==> src/hw/rtl/assert_macros.svh <==
// Assertion macros for the RTL.
// Clock is clk, reset is rst_n (active low).
`ifndef ASSERT_MACROS_SVH
`define ASSERT_MACROS_SVH

// Property checked at every rising edge outside reset.
`define ASSERT_CLK(label, prop, msg) \
  label: assert property (@(posedge clk) disable iff (!rst_n) prop) else $error(msg);

// Property also checked during reset.
`define ASSERT_ALWAYS(label, prop, msg) \
  label: assert property (@(posedge clk) prop) else $error(msg);

`endif

==> src/hw/rtl/dsr_pkg.sv <==
// Disk request scheduler package: policy codes, control structs, output layout.
// No dependencies.
`timescale 1ns / 1ps

package dsr_pkg;

  localparam int TOTAL_BITS  = 20;
  localparam logic [TOTAL_BITS-1:0] TOTAL_MAX = 20'hFFFFF;
  localparam int FIELD_BITS  = 16;
  localparam int IN_TDATA_W  = 16;
  localparam int OUT_TDATA_W = 56;
  localparam int OUT_PAD_W   = OUT_TDATA_W - 2 * FIELD_BITS - TOTAL_BITS;

  typedef enum logic [1:0] {
    POL_FCFS  = 2'd0,
    POL_SSTF  = 2'd1,
    POL_CLOOK = 2'd2,
    POL_LOOK  = 2'd3
  } policy_t;

  typedef struct packed {
    logic head_we;
    logic req_we;
    logic batch_start;
    logic rd_en;
    logic rd_first;
    logic swap_a;
    logic swap_b;
    logic emit;
    logic last;
  } dsr_cmd_t;

  typedef struct packed {
    logic slot_free;
  } dsr_stat_t;

endpackage

==> src/hw/rtl/dsr_ram.sv <==
// Generic single write port, single read port RAM with registered read.
// No dependencies.
`timescale 1ns / 1ps

module dsr_ram #(
  parameter int WIDTH = 16,
  parameter int DEPTH = 8
) (
  input  logic                     clk,
  input  logic                     we,
  input  logic [$clog2(DEPTH)-1:0] waddr,
  input  logic [WIDTH-1:0]         wdata,
  input  logic                     re,
  input  logic [$clog2(DEPTH)-1:0] raddr,
  output logic [WIDTH-1:0]         rdata
);

  logic [WIDTH-1:0] mem_r [DEPTH];

  always_ff @(posedge clk) begin
    if (we) begin
      mem_r[waddr] <= wdata;
    end
    if (re) begin
      rdata <= mem_r[raddr];
    end
  end

endmodule

==> src/hw/rtl/dsr_dp.sv <==
// Scheduler datapath: request RAM, scan compare stage, candidates, output register.
// Depends on dsr_pkg and dsr_ram.
`timescale 1ns / 1ps

module dsr_dp import dsr_pkg::*; #(
  parameter int NUM_REQ    = 8,
  parameter int TRACK_BITS = 16
) (
  input  logic                       clk,
  input  logic                       rst_n,
  input  logic [IN_TDATA_W-1:0]      in_tdata,
  input  dsr_cmd_t                   cmd,
  input  policy_t                    policy,
  input  logic [$clog2(NUM_REQ)-1:0] ld_idx,
  input  logic [$clog2(NUM_REQ)-1:0] rd_idx,
  input  logic [$clog2(NUM_REQ)-1:0] out_idx,
  output dsr_stat_t                  stat,
  output logic                       out_tvalid,
  input  logic                       out_tready,
  output logic [OUT_TDATA_W-1:0]     out_tdata,
  output logic                       out_tlast
);

  localparam int IW = $clog2(NUM_REQ);
  localparam int TW = TRACK_BITS;
  localparam int SW = (TW > TOTAL_BITS) ? TW + 1 : TOTAL_BITS + 1;

  logic [TW-1:0]         track_in;
  logic [TW-1:0]         head_r, cur_r;
  logic [TOTAL_BITS-1:0] total_r, total_nxt;
  logic [NUM_REQ-1:0]    served_r;
  logic                  cmp_vld_r, cmp_first_r;
  logic [IW-1:0]         cmp_idx_r;
  logic                  a_found_r, b_found_r;
  logic [TW-1:0]         a_val_r, a_gap_r, b_val_r, first_val_r;
  logic [IW-1:0]         a_idx_r, b_idx_r;
  logic                  out_valid_r, out_last_r;
  logic [FIELD_BITS-1:0] out_trk_r, out_dist_r;
  logic [TOTAL_BITS-1:0] out_total_r;

  logic                  ram_we;
  logic [IW-1:0]         ram_waddr;
  logic [TW-1:0]         ram_wdata, rdata;
  logic [TW-1:0]         gap_rd, pick_val, step_gap;
  logic [IW-1:0]         pick_idx;
  logic                  look, served_rd;
  logic                  elig_a, elig_b, better_a, better_b, take_a, take_b;
  logic [SW-1:0]         sum;

  assign track_in = TW'(in_tdata);
  assign pick_val = a_found_r ? a_val_r : b_val_r;
  assign pick_idx = a_found_r ? a_idx_r : b_idx_r;

  always_comb begin
    ram_we    = cmd.req_we || cmd.swap_a || cmd.swap_b;
    ram_waddr = ld_idx;
    ram_wdata = track_in;
    if (cmd.swap_a) begin
      ram_waddr = out_idx;
      ram_wdata = pick_val;
    end else if (cmd.swap_b) begin
      ram_waddr = pick_idx;
      ram_wdata = first_val_r;
    end
  end

  dsr_ram #(.WIDTH(TW), .DEPTH(NUM_REQ)) u_ram (
    .clk   (clk),
    .we    (ram_we),
    .waddr (ram_waddr),
    .wdata (ram_wdata),
    .re    (cmd.rd_en),
    .raddr (rd_idx),
    .rdata (rdata)
  );

  // compare stage on the entry read last cycle
  always_comb begin
    gap_rd    = (rdata >= cur_r) ? rdata - cur_r : cur_r - rdata;
    look      = (policy == POL_CLOOK) || (policy == POL_LOOK);
    served_rd = served_r[cmp_idx_r];
    elig_a    = !look || (!served_rd && rdata >= head_r);
    elig_b    = look && !served_rd && rdata < head_r;
    case (policy)
      POL_SSTF:  better_a = gap_rd < a_gap_r;
      POL_CLOOK: better_a = rdata < a_val_r;
      POL_LOOK:  better_a = rdata < a_val_r;
      default:   better_a = 1'b0;
    endcase
    better_b = (policy == POL_LOOK) ? rdata > b_val_r : rdata < b_val_r;
    take_a   = cmp_vld_r && elig_a && (cmp_first_r || !a_found_r || better_a);
    take_b   = cmp_vld_r && elig_b && (cmp_first_r || !b_found_r || better_b);
  end

  always_comb begin
    step_gap  = (pick_val >= cur_r) ? pick_val - cur_r : cur_r - pick_val;
    sum       = SW'(total_r) + SW'(step_gap);
    total_nxt = (sum > SW'(TOTAL_MAX)) ? TOTAL_MAX : sum[TOTAL_BITS-1:0];
  end

  assign stat.slot_free = !out_valid_r || out_tready;

  always_ff @(posedge clk) begin
    if (!rst_n) begin
      served_r    <= '0;
      cmp_vld_r   <= 1'b0;
      a_found_r   <= 1'b0;
      b_found_r   <= 1'b0;
      out_valid_r <= 1'b0;
    end else begin
      cmp_vld_r <= cmd.rd_en;
      if (cmp_vld_r) begin
        a_found_r <= (a_found_r && !cmp_first_r) || elig_a;
        b_found_r <= (b_found_r && !cmp_first_r) || elig_b;
      end
      if (cmd.batch_start) begin
        served_r <= '0;
      end else if (cmd.emit) begin
        served_r[pick_idx] <= 1'b1;
      end
      if (cmd.emit) begin
        out_valid_r <= 1'b1;
      end else if (out_tready) begin
        out_valid_r <= 1'b0;
      end
    end
  end

  always_ff @(posedge clk) begin
    cmp_first_r <= cmd.rd_first;
    cmp_idx_r   <= rd_idx;
    if (cmd.head_we) begin
      head_r <= track_in;
    end
    if (cmd.batch_start) begin
      cur_r   <= head_r;
      total_r <= '0;
    end else if (cmd.emit) begin
      cur_r   <= pick_val;
      total_r <= total_nxt;
    end
    if (cmp_vld_r && cmp_first_r) begin
      first_val_r <= rdata;
    end
    if (take_a) begin
      a_val_r <= rdata;
      a_gap_r <= gap_rd;
      a_idx_r <= cmp_idx_r;
    end
    if (take_b) begin
      b_val_r <= rdata;
      b_idx_r <= cmp_idx_r;
    end
    if (cmd.emit) begin
      out_trk_r   <= FIELD_BITS'(pick_val);
      out_dist_r  <= FIELD_BITS'(step_gap);
      out_total_r <= total_nxt;
      out_last_r  <= cmd.last;
    end
  end

  assign out_tvalid = out_valid_r;
  assign out_tlast  = out_last_r;
  assign out_tdata  = {{OUT_PAD_W{1'b0}}, out_total_r, out_dist_r, out_trk_r};

endmodule

==> src/hw/rtl/dsr_ctrl.sv <==
// Scheduler controller: load counter, scan sequencing, swap and emit steps.
// Depends on dsr_pkg.
`timescale 1ns / 1ps

module dsr_ctrl import dsr_pkg::*; #(
  parameter int NUM_REQ = 8
) (
  input  logic                       clk,
  input  logic                       rst_n,
  input  logic                       in_tvalid,
  output logic                       in_tready,
  input  logic                       cfg_we,
  input  logic [1:0]                 cfg_wdata,
  input  dsr_stat_t                  stat,
  output dsr_cmd_t                   cmd,
  output policy_t                    policy,
  output logic [$clog2(NUM_REQ)-1:0] ld_idx,
  output logic [$clog2(NUM_REQ)-1:0] rd_idx,
  output logic [$clog2(NUM_REQ)-1:0] out_idx
);

  localparam int IW = $clog2(NUM_REQ);
  localparam int CW = $clog2(NUM_REQ + 1);
  localparam logic [CW-1:0] LOAD_LAST = CW'(NUM_REQ);
  localparam logic [IW-1:0] IDX_LAST  = IW'(NUM_REQ - 1);

  typedef enum logic [2:0] {
    ST_LOAD, ST_SCAN, ST_DRAIN, ST_SWAP_A, ST_SWAP_B, ST_EMIT
  } state_t;

  state_t        state_r;
  logic [CW-1:0] cnt_r;
  logic [IW-1:0] rd_idx_r, out_idx_r;
  logic          first_r;
  policy_t       mode_r;
  logic          in_accept, look;
  logic [IW-1:0] scan_end;

  assign in_tready = (state_r == ST_LOAD);
  assign in_accept = in_tvalid && in_tready;
  assign look      = (mode_r == POL_CLOOK) || (mode_r == POL_LOOK);
  assign scan_end  = (mode_r == POL_FCFS) ? out_idx_r : IDX_LAST;
  assign ld_idx    = IW'(cnt_r - CW'(1));
  assign rd_idx    = rd_idx_r;
  assign out_idx   = out_idx_r;
  assign policy    = mode_r;

  always_comb begin
    cmd             = '0;
    cmd.head_we     = in_accept && (cnt_r == '0);
    cmd.req_we      = in_accept && (cnt_r != '0);
    cmd.batch_start = in_accept && (cnt_r == LOAD_LAST);
    cmd.rd_en       = (state_r == ST_SCAN);
    cmd.rd_first    = first_r;
    cmd.swap_a      = (state_r == ST_SWAP_A);
    cmd.swap_b      = (state_r == ST_SWAP_B);
    cmd.emit        = (state_r == ST_EMIT) && stat.slot_free;
    cmd.last        = (out_idx_r == IDX_LAST);
  end

  always_ff @(posedge clk) begin
    if (!rst_n) begin
      state_r   <= ST_LOAD;
      cnt_r     <= '0;
      rd_idx_r  <= '0;
      out_idx_r <= '0;
      first_r   <= 1'b0;
      mode_r    <= POL_FCFS;
    end else begin
      if (cfg_we) begin
        mode_r <= policy_t'(cfg_wdata);
      end
      case (state_r)
        ST_LOAD: begin
          if (in_accept) begin
            if (cnt_r == LOAD_LAST) begin
              cnt_r     <= '0;
              out_idx_r <= '0;
              rd_idx_r  <= '0;
              first_r   <= 1'b1;
              state_r   <= ST_SCAN;
            end else begin
              cnt_r <= cnt_r + CW'(1);
            end
          end
        end
        ST_SCAN: begin
          first_r <= 1'b0;
          if (rd_idx_r == scan_end) begin
            state_r <= ST_DRAIN;
          end else begin
            rd_idx_r <= rd_idx_r + IW'(1);
          end
        end
        ST_DRAIN: begin
          state_r <= (mode_r == POL_SSTF) ? ST_SWAP_A : ST_EMIT;
        end
        ST_SWAP_A: begin
          state_r <= ST_SWAP_B;
        end
        ST_SWAP_B: begin
          state_r <= ST_EMIT;
        end
        ST_EMIT: begin
          if (stat.slot_free) begin
            if (out_idx_r == IDX_LAST) begin
              state_r <= ST_LOAD;
            end else begin
              out_idx_r <= out_idx_r + IW'(1);
              rd_idx_r  <= look ? '0 : out_idx_r + IW'(1);
              first_r   <= 1'b1;
              state_r   <= ST_SCAN;
            end
          end
        end
        default: begin
          state_r <= ST_LOAD;
        end
      endcase
    end
  end

endmodule

==> src/hw/rtl/disk_request_scheduler.sv <==
// Channel  Dir  Beat contents
// in_      in   tdata[15:0] track (head first, then NUM_REQ requests)
// out_     out  tdata served_track, seek_distance, running_total; tlast = last
// cfg_     in   wdata[1:0] policy_mode
//
// Input is ready throughout loading. Each result then costs one RAM scan,
// one entry read per cycle from the request RAM: fcfs reads its own slot,
// sstf reads from its slot to the end and swaps the pick in, look modes
// read every entry. Reset is synchronous, active low. A held output beat
// stalls the next result; the input reopens once the last result is registered.
// Depends on dsr_pkg, dsr_ctrl, dsr_dp, dsr_ram, assert_macros.svh.
`timescale 1ns / 1ps
`include "assert_macros.svh"

module disk_request_scheduler import dsr_pkg::*; #(
  parameter int NUM_REQ    = 8,
  parameter int TRACK_BITS = 16
) (
  input  logic                   clk,
  input  logic                   rst_n,
  input  logic                   in_tvalid,
  output logic                   in_tready,
  input  logic [IN_TDATA_W-1:0]  in_tdata,   // [15:0] track
  output logic                   out_tvalid,
  input  logic                   out_tready,
  output logic [OUT_TDATA_W-1:0] out_tdata,  // [15:0] served_track, [31:16] seek_distance,
                                             // [51:32] running_total
  output logic                   out_tlast,
  input  logic                   cfg_we,
  input  logic [1:0]             cfg_wdata
);

  localparam int IW = $clog2(NUM_REQ);

  dsr_cmd_t      cmd;
  dsr_stat_t     stat;
  policy_t       policy;
  logic [IW-1:0] ld_idx, rd_idx, out_idx;

  dsr_ctrl #(.NUM_REQ(NUM_REQ)) u_ctrl (
    .clk       (clk),
    .rst_n     (rst_n),
    .in_tvalid (in_tvalid),
    .in_tready (in_tready),
    .cfg_we    (cfg_we),
    .cfg_wdata (cfg_wdata),
    .stat      (stat),
    .cmd       (cmd),
    .policy    (policy),
    .ld_idx    (ld_idx),
    .rd_idx    (rd_idx),
    .out_idx   (out_idx)
  );

  dsr_dp #(.NUM_REQ(NUM_REQ), .TRACK_BITS(TRACK_BITS)) u_dp (
    .clk        (clk),
    .rst_n      (rst_n),
    .in_tdata   (in_tdata),
    .cmd        (cmd),
    .policy     (policy),
    .ld_idx     (ld_idx),
    .rd_idx     (rd_idx),
    .out_idx    (out_idx),
    .stat       (stat),
    .out_tvalid (out_tvalid),
    .out_tready (out_tready),
    .out_tdata  (out_tdata),
    .out_tlast  (out_tlast)
  );

  `ASSERT_CLK(a_emit_slot, cmd.emit |-> stat.slot_free, "result written over a pending beat")
  `ASSERT_CLK(a_last_reopens, cmd.emit && cmd.last |=> in_tready, "input not reopened after batch")
  `ASSERT_CLK(a_one_op, $onehot0({cmd.req_we, cmd.rd_en, cmd.swap_a, cmd.swap_b, cmd.emit}), "overlapping datapath commands")
  `ASSERT_ALWAYS(a_no_scan_load, in_tready |-> !cmd.rd_en, "scan while loading")

endmodule

==> config.mk <==
export PLATFORM = sky130hd
export DESIGN_NAME = disk_request_scheduler
export DESIGN_NICKNAME = d
export VERILOG_FILES = /design/src/hw/rtl/dsr_pkg.sv /design/src/hw/rtl/dsr_ram.sv /design/src/hw/rtl/dsr_dp.sv /design/src/hw/rtl/dsr_ctrl.sv /design/src/hw/rtl/disk_request_scheduler.sv
export VERILOG_INCLUDE_DIRS = /design/src /design/src/hw/rtl
export SDC_FILE = /design/constraint.sdc
export NUM_CORES = 1
export LEC_CHECK = 0
export BUFFER_PORTS_ARGS = -buffer_cell sky130_fd_sc_hd__buf_2
export CAP_MARGIN = 20
export CORE_AREA = 2 2 185 187
export DETAILED_ROUTE_END_ITERATION = 8
export DIE_AREA = 0 0 187 189
export PLACE_DENSITY = 0.76
export SYNTH_ARGS = -nofsm -noshare
export SYNTH_HDL_FRONTEND = slang
export SYNTH_SLANG_ARGS = --single-unit
==> constraint.sdc <==
create_clock -name clk -period 4.86 [get_ports clk]
set_input_delay 0.486 -clock clk [delete_from_list [all_inputs] [get_ports clk]]
set_output_delay 0.486 -clock clk [all_outputs]
set_load 0.01 [all_outputs]
; ---- Word level (Yosys, flattened, before mapping)
; Memory sizes are Yosys's and may differ from the RTL's. A register that Yosys moved wholly into a read port is not among the register bits.
; Index checks and enable logic that the tools add are counted.
[op_classes]
mux = 45
eq_ne = 17
n_addsub = 9
n_bitwise = 2
n_lt_le_gt_ge = 12
reduce_logical = 48
[ops]
columns = operator, n
row1 = two-way mux 16 bit, 7
row2 = < comparator 16 bit, 4
row3 = subtractor 16 bit, 4
row4 = two-way mux 3 bit, 17
row5 = greater-or-equal comparator 16 bit, 3
row6 = adder 20 x 16 -> 21 bit, 1
row7 = "greater-than comparator 21 x 20 -> 1 bit, second input constant", 1
row8 = two-way mux 20 bit, 1
row9 = one-hot mux 3 bit (6 select lines), 1
row10 = greater-than comparator 16 bit, 1
row11 = logical AND 1 bit, 16
row12 = two-way mux 1 bit, 12
row13 = logical OR 1 bit, 11
row14 = "inequality test 2 bit, second input constant", 5
row15 = AND reduction 5 bit, 2
row16 = "equality test 3 bit, second input constant", 3
row17 = one-hot mux 3 bit (3 select lines), 1
row18 = "< comparator 3 x 4 -> 1 bit, second input constant", 2
row19 = OR 8 bit, 1
row20 = "adder 3 x 1 -> 3 bit, second input constant", 2
row21 = "equality test 3 x 2 -> 1 bit, second input constant", 2
row22 = logical NOT 1 bit, 6
row23 = one-hot mux 3 bit (2 select lines), 1
row24 = AND reduction 6 bit, 1
row25 = other kinds (24), 28
[totals]
ramBits = 128
word_cells = 160
memories = 1
register_bits = 207
[mem_list]
columns = name, words, word_bits, rd, rd_ports_with_merged_regs, write_ports, line_no
row1 = u_dp.u_ram.mem_r, 8, 16, 1, 1, 1, dsr_ram.sv:18  ; logic [WIDTH-1:0] mem_r [DEPTH];

; ---- Depth between registers and ports, before layout
[logic_depth]
depth_word = 7
ltp_mapped = 27
ltp_nobuf = 22

; ---- By module
; From an unflattened synthesis, not the netlist that was laid out.
[hier_totals]
cells_unflattened = 1588
area_unflattened_um2 = 19137.1
[by_module_without_submodules]
columns = mod, cells_each, area_per_inst_um2, n_inst, seq_area_each_um2
row1 = dsr_dp, 1255, 12617.1, 1, 5375.2
row2 = dsr_ram, 214, 5454.0, 1, 4324.1
row3 = dsr_ctrl, 119, 1066.0, 1, 320.3

; ---- Least setup slack after synthesis
; No wires, ideal clock.
[synth_path]
path_type = reg-to-reg
from = reg u_dp.u_ram.rdata[0] (read register of u_dp.u_ram.mem_r)
to = reg u_dp.a_gap_r[0], enable pin
synth_period_minus_slack_ps = 5065
t_arrival_ps = 4670
slack_ps = -205
stages_incl_launch_ff = 21
required_time_ps = 4466
cell_sequence = edfxtp_1 -> inv_1 -> ha_1 -> inv_1 -> fa_1 -> nand3_1 -> nand2_1 -> a311oi_2 -> a31oi_2 -> o22ai_4 -> buf_6 -> mux2_2 -> ha_1 -> a21boi_0 -> o21ai_0 -> nand2b_1 -> a211oi_1 -> o21ai_0 -> a221oi_1 -> o31a_1 -> o21a_1
[synth_between]
elab_chain_len = 6
[synth_lines]
columns = element, line_no
row1 = from (decl), dsr_ram.sv:15  ; output logic [WIDTH-1:0] rdata
row2 = subtractor 16 bit or greater-or-equal comparator 16 bit (tied branches), dsr_dp.sv:79  ; gap_rd = (rdata >= cur_r) ? rdata - cur_r : cur_r - rdata;
row3 = two-way mux 16 bit *, dsr_dp.sv:79
row4 = named net u_dp.gap_rd[1], dsr_dp.sv:44  ; logic [TW-1:0] gap_rd, pick_val, step_gap;
row5 = < comparator 16 bit *, dsr_dp.sv:85  ; POL_SSTF: better_a = gap_rd < a_gap_r;
row6 = one-hot mux 1 bit (2 select lines) *, dsr_dp.sv:84  ; case (policy)
row7 = logical OR 1 bit *, dsr_dp.sv:91  ; take_a = cmp_vld_r && elig_a && (cmp_first_r || !a_found_r || better_a);
row8 = logical AND 1 bit *, dsr_dp.sv:91
row9 = named net u_dp.take_a, dsr_dp.sv:47  ; logic elig_a, elig_b, better_a, better_b, take_a, take_b;
row10 = to (signal assigned), dsr_dp.sv:147  ; a_gap_r <= gap_rd;
row11 = to (decl), dsr_dp.sv:35  ; logic [TW-1:0] a_val_r, a_gap_r, b_val_r, first_val_r;
; Mark *: on every way through the listed nets, which the timed path passes. The rest lies on a longest branch.
; A chain may end at the register's enable or synchronous reset.

; ---- Final worst setup path
[layout_path]
from = reg u_dp.a_found_r
to = reg u_dp.out_total_r[19], data pin
[layout_between]
elab_chain_len = 6
[layout_lines]
columns = element, line_no
row1 = from (decl), dsr_dp.sv:34  ; logic a_found_r, b_found_r;
row2 = from (signal assigned), dsr_dp.sv:113  ; a_found_r <= (a_found_r && !cmp_first_r) || elig_a;
row3 = two-way mux 16 bit *, dsr_dp.sv:51  ; assign pick_val = a_found_r ? a_val_r : b_val_r;
row4 = subtractor 16 bit or greater-or-equal comparator 16 bit (tied branches), dsr_dp.sv:96  ; step_gap = (pick_val >= cur_r) ? pick_val - cur_r : cur_r - pick_val;
row5 = two-way mux 16 bit *, dsr_dp.sv:96
row6 = named net u_dp.step_gap[4], dsr_dp.sv:44
row7 = adder 20 x 16 -> 21 bit *, dsr_dp.sv:97  ; sum = SW'(total_r) + SW'(step_gap);
row8 = greater-than comparator 21 x 20 -> 1 bit, dsr_dp.sv:98  ; total_nxt = (sum > SW'(TOTAL_MAX)) ? TOTAL_MAX : sum[TOTAL_BITS-1:0];
row9 = two-way mux 20 bit *, dsr_dp.sv:98
row10 = named net u_dp.total_nxt[19], dsr_dp.sv:30  ; logic [TOTAL_BITS-1:0] total_r, total_nxt;
row11 = to (signal assigned), dsr_dp.sv:157  ; out_total_r <= total_nxt;
row12 = to (decl), dsr_dp.sv:39  ; logic [TOTAL_BITS-1:0] out_total_r;
; Marks and branches as above.

==> impl_metrics.yaml <==
grt:
  grt_pass1_vias: 12899
  grt_first_pass_wirelength_um: 71900
  grt_max_degree: 38
  antenna_found_initial: 0
  grt_overflow_total: 0
  track_usage_pct: 26.3
floorplanning:
  floorplan.initialDensity_pct: 55.6
  rows: 67
  die_area_um2: 35300
  die_h_um: 189
  num_io_pins: 82
  core_area_um2: 33300
  dieWidth_um: 187
drt:
  wl_um: 46600
  drc: 0
  route.vias.total: 12962
  vias_per_cell: 5.86
  drt_iter0_drc: 967
  dr.pass1.iters: 5
  wl_per_cell_um: 21.1
  ant_nets: 0
clock_tree:
  root_buffer: "clkbuf_16"
  cts_buffers: 38
  h-tree-depth: 2
  clock-sinks: 351
  cts_tree: "yes"
  cts.reportedPaths.clkPinSlew_ns: 0.06
  clk_path_buf_depth: 3
  clk_latency_ns: 0.54
worst_setup_path:
  cp_slowest_cell: "or4_1"
  crit_path_max_fanout: 7
  critical_path_arrival_ns: 4.98
  reg2reg_slack_ns: 0.14
  critPathLaunchType: "register"
  cp_cell_sequence: "buf_6, mux2i_4, ha_4, fa_2, nand3b_1, nand4_1, a21oi_2, buf_4, or4_1, nand3_2, buf_4, xnor2_1, ha_1, o211ai_1, o211ai_1, nand3_1, o211ai_1, a221o_1, nand4_1, buf_4, nor3_2, a21oi_1"
  end_kind: "register"
  critPathMaxStageDelay_ns: 0.41
  worstPathRequired_ns: 5.13
  setup.worst_path.class: "register to register"
logic_synthesis:
  synth_top_area_share_pct: 48.5
  async_flop_share_pct: 0
  synth_area_leaders: "edfxtp_1, ha_1, dfxtp_1"
  syn_inst: 1556
  yosysSeqAreaShare_pct: 54.1
  ys.flop_type: "edfxtp_1"
  synth-seq-cells: 351
  ys_types: 74
  yosysWarnings: 0
  netlist_area_um2: 18500
  syn_area_per_cell_um2: 11.9
  synth_top_area_cell: "edfxtp_1"
  synth-edff-count: 299
final_layout:
  nets: 1910
  reg_top3: "u_dp.u_ram.mem_r x128, u_dp.out_total_r x20, u_dp.total_r x20"
  final_cell_mix: "edfxtp_1, ha_1, inv_1"
  drive_gt1_share_pct: 22.0
  n_fill_cell: 2474
  n_antenna_cell: 0
  layout_commonest_cell: "edfxtp_1"
  syn2layout_area_growth_pct: 17.4
  largest_register_ffs: 128
  regMostFlops: "u_dp.u_ram.mem_r"
sta:
  relSlewSlack_pct: 31.7
  setup_tns_ns: 0
  finClkSkew_ns: 0.0174
  period_share_pct: 97.1
  finalMaxSlewViolations: 0
  rsz0062_at_grt: "yes"
  fin_ws_ns: 0.142
  fin_crit_ns: 4.72
  finalSetupViolCount: 0
  hold_violations: 0
  max_freq_mhz: 212
  worst_slew_pin_slew_ns: 1.02
power:
  leakagePower_nw: 8.76
  powerDensity_nw_per_um2: 292
  peakVddDrop_mv: 0.311
placement:
  port_buffers: 77
  dp_slack_ns: -0.0936
  place.gp.congestion: 0.945
  hpwl_um: 34000
run_status:
  status: "complete, no violations"
flow_run:
  maxCapViolCount: 0
min_path:
  hold_path.class: "input port to register"
cell usage after synthesis, types with 7 or more instances:
| library cell | n |
|---|---|
| nor2_1 | 103 |
| and3_1 | 9 |
| edfxtp_1 | 299 |
| o21ai_0 | 50 |
| xor2_1 | 23 |
| mux2_2 | 24 |
| dfxtp_1 | 52 |
| buf_2 | 13 |
| mux2i_1 | 25 |
| and2_1 | 8 |
| a211oi_1 | 12 |
| o21a_1 | 32 |
| mux4_2 | 34 |
| inv_1 | 134 |
| xnor2_1 | 24 |
| nor2b_1 | 23 |
| buf_4 | 7 |
| o2bb2ai_1 | 10 |
| a21o_1 | 42 |
| nand4_1 | 22 |
| nor3_1 | 22 |
| a31oi_1 | 31 |
| nand3_1 | 23 |
| a21oi_1 | 98 |
| nand2_1 | 127 |
| ha_1 | 147 |
| nand2b_1 | 17 |
| clkbuf_1 | 37 |
cell type report:
type | instances | area (µm²) | share of cell area (%)
inverter | 135 | 507 | 2.33
clock inverter | 24 | 280 | 1.29
clock buffer | 45 | 977 | 4.49
multi-input combinational | 1008 | 7960 | 36.6
sequential | 351 | 10000 | 46.1
tap | 448 | 561 | 2.58
timing repair buffer | 201 | 1440 | 6.60
power by group:
part           switching [mW]  total, mW  internal (mW)
Sequential             0.0167       3.30           3.28
Combinational          0.0946      0.140         0.0456
Clock                    1.20       2.92           1.72
Total                    1.31       6.36           5.05
metrics by stage:
| stage | instances | hold WS, ns | utilization [%] | total power, mW | instance area (µm²) |
|---|---|---|---|---|---|
| after floorplan | 1559 | 0.331 | - | 3.44 | 18500 |
| after global routing | 2212 | 0.143 | 65.3 | 6.53 | 21700 |
| final | 2212 | 0.159 | 65.3 | 6.36 | 21700 |
| after detailed placement | 2120 | 0.352 | 60.1 | 3.50 | 20000 |
| after global placement | 2119 | 0.342 | 60.1 | 3.49 | 20000 |
| after CTS | 2192 | 0.140 | 64.1 | 6.40 | 21300 |
path summary, 6_finish.rpt:
check	start	end	cells after the start
setup reg to reg	u_dp.a_found_r	u_dp.out_total_r[19]	22
hold / removal	in_tdata[2]	u_dp.head_r[2]	1
setup / recovery	u_dp.a_found_r	u_dp.out_total_r[19]	22
hold reg to reg	u_ctrl.first_r	u_dp.cmp_first_r	0
critical path, delay by kind of cell, from the launching register on:
kind	cells	cell delay, ns
AND/OR/NAND/NOR	7	1.24
flip-flops	1	0.35
XOR/XNOR	1	0.10
buffers and inverters	4	0.59
multiplexers	1	0.21
adder cells (fa/ha/maj)	3	0.90
AO/OA/AOI/OAI	6	1.03
logic make-up after synthesis:
| family | count (synthesis) | share of synthesized area, % |
|---|---|---|
| AND/OR/NAND/NOR | 383 | 9.72 |
| flip-flops | 351 | 54.1 |
| AO/OA/AOI/OAI | 339 | 12.1 |
| buffers and inverters | 200 | 4.45 |
| adder cells (fa/ha/maj) | 152 | 10.5 |
| multiplexers | 83 | 6.95 |
| XOR/XNOR | 47 | 2.22 |
| other | 1 | 0.0203 |
timing repair:
item	CTS	global route
hold buffers	0	0
pin swaps	3	35
setup buffers	3	18
setup endpoints to repair	72	75
resized for setup	8	59
gates cloned	0	1
per-layer routing:
layer	track usage (%)	vias to the layer above	share of wire [%]
met5	0	-	0
met4	10.2	0	3.9
met3	4.04	90	6.7
met2	43.0	446	46
met1	35.7	6371	43
li1	-	6055	-
Note: power is estimated with default switching activity, not from simulation.
